===== src/hw/rtl/bbpe_pkg.sv =====
// ----------------------------------------------------------------------------
// bbpe_pkg
// Shared types and constants of the bicubic Bezier patch evaluator.
// ----------------------------------------------------------------------------
package bbpe_pkg;

    localparam int NUM_POINTS = 16;
    localparam int ADDR_W     = 4;
    localparam int PARAM_W    = 17;   // unsigned Q1.16, up to nearly 2.0
    localparam int FRAC_W     = 16;

    typedef enum logic [1:0] {
        OP_LOAD  = 2'd0,
        OP_POINT = 2'd1,
        OP_DERIV = 2'd2,
        OP_NONE  = 2'd3
    } t_op;

    typedef enum logic [2:0] {
        S_IDLE,
        S_FETCH,
        S_COEF,
        S_MUL,
        S_ADD,
        S_OUT
    } t_state;

    // evaluation command handed from the front to the back
    typedef struct packed {
        logic               deriv;
        logic [PARAM_W-1:0] u;
        logic [PARAM_W-1:0] v;
    } t_cmd;

    // per-cycle controls from the sequencer to the three coordinate lanes
    typedef struct packed {
        logic       cap;      // shift in one control point from the RAM
        logic       coef;     // form polynomial coefficients
        logic       pass_v;   // second pass: curve over the row values
        logic       deriv;
        logic       mul;      // register the partial products
        logic       add;      // Horner accumulate
        logic       row_wr;   // keep the finished row value
        logic [1:0] row_sel;
    } t_lane_ctl;

endpackage


===== src/hw/rtl/bbpe_front.sv =====
// ----------------------------------------------------------------------------
// bbpe_front
// Input stage: takes items, writes loads to the point RAMs, queues evaluations.
// ----------------------------------------------------------------------------
module bbpe_front
    import bbpe_pkg::*;
#(
    parameter int COORD_WIDTH = 32
) (
    input  logic                   i_clk,
    input  logic                   i_rst_n,
    input  logic                   push,
    output logic                   full,
    input  logic [1:0]             i_op,
    input  logic [ADDR_W-1:0]      i_point_index,
    input  logic [COORD_WIDTH-1:0] i_load_x,
    input  logic [COORD_WIDTH-1:0] i_load_y,
    input  logic [COORD_WIDTH-1:0] i_load_z,
    input  logic [PARAM_W-1:0]     i_param_u,
    input  logic [PARAM_W-1:0]     i_param_v,
    input  logic                   i_back_idle,
    output logic                   o_we,
    output logic [ADDR_W-1:0]      o_waddr,
    output logic [COORD_WIDTH-1:0] o_wx,
    output logic [COORD_WIDTH-1:0] o_wy,
    output logic [COORD_WIDTH-1:0] o_wz,
    output logic                   o_cmd_valid,
    input  logic                   i_cmd_ready,
    output t_cmd                   o_cmd
);

    logic                   r_valid, n_valid;
    t_op                    r_op;
    logic [ADDR_W-1:0]      r_idx;
    logic [COORD_WIDTH-1:0] r_x, r_y, r_z;
    logic [PARAM_W-1:0]     r_u, r_v;

    t_cmd       r_q [2];
    logic       r_wp, r_rp;
    logic [1:0] r_cnt, n_cnt;
    logic       take, q_push, q_pop;

    assign full = r_valid;
    assign take = push && !r_valid;

    always_comb begin
        n_valid = r_valid;
        q_push  = 1'b0;
        o_we    = 1'b0;
        if (r_valid) begin
            case (r_op)
                OP_LOAD: begin
                    // loads wait until every earlier evaluation has read the RAM
                    if (r_cnt == 2'd0 && i_back_idle) begin
                        o_we    = 1'b1;
                        n_valid = 1'b0;
                    end
                end
                OP_POINT, OP_DERIV: begin
                    if (r_cnt != 2'd2) begin
                        q_push  = 1'b1;
                        n_valid = 1'b0;
                    end
                end
                default: n_valid = 1'b0;
            endcase
        end
        if (take) begin
            n_valid = 1'b1;
        end
    end

    assign q_pop = o_cmd_valid && i_cmd_ready;

    always_comb begin
        n_cnt = r_cnt;
        case ({q_push, q_pop})
            2'b10:   n_cnt = r_cnt + 2'd1;
            2'b01:   n_cnt = r_cnt - 2'd1;
            default: n_cnt = r_cnt;
        endcase
    end

    always_ff @(posedge i_clk) begin
        if (!i_rst_n) begin
            r_valid <= 1'b0;
            r_cnt   <= 2'd0;
            r_wp    <= 1'b0;
            r_rp    <= 1'b0;
        end else begin
            r_valid <= n_valid;
            r_cnt   <= n_cnt;
            if (q_push) begin
                r_wp <= ~r_wp;
            end
            if (q_pop) begin
                r_rp <= ~r_rp;
            end
        end
    end

    always_ff @(posedge i_clk) begin
        if (take) begin
            r_op  <= t_op'(i_op);
            r_idx <= i_point_index;
            r_x   <= i_load_x;
            r_y   <= i_load_y;
            r_z   <= i_load_z;
            r_u   <= i_param_u;
            r_v   <= i_param_v;
        end
        if (q_push) begin
            r_q[r_wp] <= '{deriv: (r_op == OP_DERIV), u: r_u, v: r_v};
        end
    end

    assign o_waddr     = r_idx;
    assign o_wx        = r_x;
    assign o_wy        = r_y;
    assign o_wz        = r_z;
    assign o_cmd_valid = (r_cnt != 2'd0);
    assign o_cmd       = r_q[r_rp];

endmodule


===== config.mk =====
export PLATFORM = sky130hd
export DESIGN_NAME = bbpe_front
export DESIGN_NICKNAME = d
export VERILOG_FILES = /design/src/hw/rtl/bbpe_pkg.sv /design/src/hw/rtl/bbpe_front.sv
export SDC_FILE = /design/constraint.sdc
export NUM_CORES = 1
export LEC_CHECK = 0
export ABC_AREA = 0
export ABC_CLOCK_PERIOD_IN_PS = 9050
export BUFFER_PORTS_ARGS = -buffer_cell sky130_fd_sc_hd__buf_2
export CAP_MARGIN = 30
export CORE_MARGIN = 2
export CORE_UTILIZATION = 48
export DETAILED_ROUTE_END_ITERATION = 10
export GPL_TIMING_DRIVEN = 0
export HOLD_SLACK_MARGIN = 0.05
export PLACE_DENSITY = 0.83
export SLEW_MARGIN = 15
export SYNTH_ARGS = -nofsm -noshare
export SYNTH_HDL_FRONTEND = slang
export SYNTH_SLANG_ARGS = --single-unit

===== constraint.sdc =====
create_clock -name i_clk -period 9.05 [get_ports i_clk]
set_input_delay 0.905 -clock i_clk [delete_from_list [all_inputs] [get_ports i_clk]]
set_output_delay 0.905 -clock i_clk [all_outputs]
set_load 0.05 [all_outputs]

==> flow_summary.yaml <==
detailed_routing:
  via_per_inst: 4.848
  drc_errors: 0
  dr.pass1.iters: 4
  wl_um: 14870
  drtIter0Drc: 188
  wl_per_cell_um: 18.85
  via_count: 3825
  postRouteAntennaNets: 0
clock_network:
  clk_pin_slew_worst_paths_ns: 0.06
  htreeDepth: 1
  cts_tree: "done"
  cts_setup_buffers: 0
  cts.repair.resized: 0
  clock-sinks: 212
  insertion_delay_ns: 0.47
  ctsHoldBuffers: 0
  cts_buffers: 21
  ctsLongestPathBuffers: 3
  cts_root_buffer: "clkbuf_16"
worst_setup_path:
  end_kind: "primary output"
  worstPathArrival_ns: 1.81
  critPathMaxFanout: 10
  reg2reg_to: "r_q[1][16]"
  ff2ff_path_depth: 5
  cp-start-kind: "register"
  r2r_start: "r_op[0]"
  crit_type: "reg -> out"
  regToRegSetupSlack_ns: 7.08
  required_ns: 8.15
logic_synthesis:
  synthXorXnorAreaFrac: 0.003765
  seq_area_frac_synth: 0.9035
  ys_types: 25
  synth.cell_area_um2: 6979
  postSynthCellCount: 287
  synth-simple-area-share: 0.01165
  postSynthAreaPerCell_um2: 24.32
  syn_nets: 432
  ys_seq_elements: 212
  synth.mux.area_fraction: 0.05647
  synth_top_family_by_area: "multiplexers"
  synth-compound-area-share: 0.009143
  synth_fa_ha_area_frac: 0.007171
  yosys_warnings: 0
global_routing:
  antenna_found_initial: 1
  grt_pass1_vias: 4058
  grt_max_degree: 36
  grt_overflow: 0
  grt_pass1_wl_um: 22670
  grtUsageTotal: 0.1894
placed_design:
  io_buffers: 278
  dp_hpwl_um: 11160
  placed_cells: 755
  place_congestion: 0.8108
  place_area_um2: 8743
layout:
  antenna_cells: 0
  ff_latch_area_um2: 6306
  synthToLayoutAreaGrowth_pct: 34.58
  finalNonFillerCells: 789
  drive_gt1_frac: 0.5851
  final_common_cell: "buf_2"
  multi_input_area_um2: 630.6
  layout.nets: 739
  fillers: 981
  mostFrequentLayoutCells: "279 x buf_2, 206 x edfxtp_1, 32 x mux2_2"
  design_area_um2: 9393
floorplanning:
  ios: 279
  initial_core_util: 0.4857
  dieArea_um2: 15520
  die_y_um: 124.6
  die_w_um: 124.6
  core_um2: 14370
  rows: 44
sta:
  relSlewSlack: 0.4485
  setup_viol: 0
  worstMarginPinSlew_ns: 0.8255
  fin_crit_sh: 0.2996
  rsz0062_at_grt: "no"
  holdWs_ns: 0.4411
  fin_worst_skew_ns: 0.005659
  finalHoldViolCount: 0
  slew_viol_final: 0
  fmax_mhz: 368.8
  min_period_ns: 2.711
job:
  cap_violations: 0
pwr:
  total_power_w: 0.002343
  leakage_nw: 3.727
  peakVddDrop_uv: 170.1
  cellPowerDensity_nw_per_um2: 249.5
hold_path:
  holdCritStartpoint: "r_v[1]"
  hp-class: "reg -> reg"
  hold_end: "r_q[0][1]"
  min_path_cells: 0
status:
  status: "finished clean"
-- worst max-delay path, cell delays in order, from the launching register on --
cell,delay (ns)
dfxtp_1,0.30
buf_2,0.22
buf_4,0.24
mux2_2,0.36
buf_2,0.21
-- worst max path at each step --
| stage | from | endpoint | depth (start not counted) |
|---|---|---|---|
| after global placement | push | o_wz[25] | 2 |
| after CTS | register | o_cmd[15] | 4 |
| after detailed placement | push | o_waddr[3] | 4 |
| after global routing | register | o_cmd[15] | 4 |
| final | register | o_cmd[15] | 4 |
| after floorplan | push | o_waddr[0] | 1 |
-- cell families after synthesis --
family                   count (synthesis)
adder cells (fa/ha/maj)                  4
AO/OA/AOI/OAI                            8
AND/OR/NAND/NOR                         15
buffers and inverters                   10
XOR/XNOR                                 3
flip-flops                             212
multiplexers                            35
-- through the flow --
| step | util | setup TNS [ns] | setup slack (ns) |
|---|---|---|---|
| 3_5_place_dp | 0.6085 | 0 | 6.537 |
| 5_1_grt | 0.6537 | 0 | 6.255 |
| 2_1_floorplan | - | 0 | 1.577 |
| 3_3_place_gp | 0.5986 | -108.54 | -0.8051 |
| 6_report | 0.6537 | 0 | 6.339 |
| 4_1_cts | 0.6537 | 0 | 6.308 |
-- metal layers --
layer	routed length, um	global-route usage	up-vias	share of wire
met2	8033	0.3430	182	0.54
met4	603	0.07667	0	0.041
met5	0	0	-	0
met3	1248	0.06014	40	0.084
li1	-	-	1745	-
met1	4985	0.2052	1858	0.34
-- cell type report --
class / count / share of cell area
buffer: 5 / 0.004129
clock buffer: 30 / 0.06168
clock inverter: 4 / 0.007460
inverter: 5 / 0.001998
multi-input combinational: 65 / 0.06714
sequential: 212 / 0.6714
tap: 184 / 0.02451
timing repair buffer: 284 / 0.1617
-- Yosys cell counts (all sizes together) --
master / instances / area [um2]
nor2b: 3 / 18.77
edfxtp: 206 / 6186
nor2: 2 / 7.510
buf: 5 / 38.78
nand3: 2 / 10.01
o41ai: 1 / 16.27
ha: 4 / 50.05
nand2: 2 / 7.510
nand4: 1 / 6.260
a21boi: 2 / 15.01
xnor2: 3 / 26.28
a31o: 1 / 8.760
a21oi: 2 / 10.01
inv: 5 / 18.77
nand2b: 2 / 12.51
o21ai: 1 / 5.000
dfxtp: 6 / 120.1
and2: 1 / 6.260
or2: 1 / 6.260
or3: 1 / 6.260
mux2: 35 / 394.1
o21a: 1 / 8.760
-- flip-flops by register name (all words and copies together), names as in the netlist, named ones only --
signal,cells
o_waddr,4
r_v,17
full,1
r_rp,1
r_q,70
r_u,17
r_wp,1
r_op,2
o_wy,32
o_wz,32
o_wx,32
r_cnt,2
-- where the power goes --
group	switching, W	internal, W	leakage, nW
Sequential	0.0000154	0.00114	1.99
Clock	0.000326	0.000499	0.318
Combinational	0.000264	0.000101	1.42
Total	0.000606	0.00174	3.73
Power figures use the tool's default switching activity.
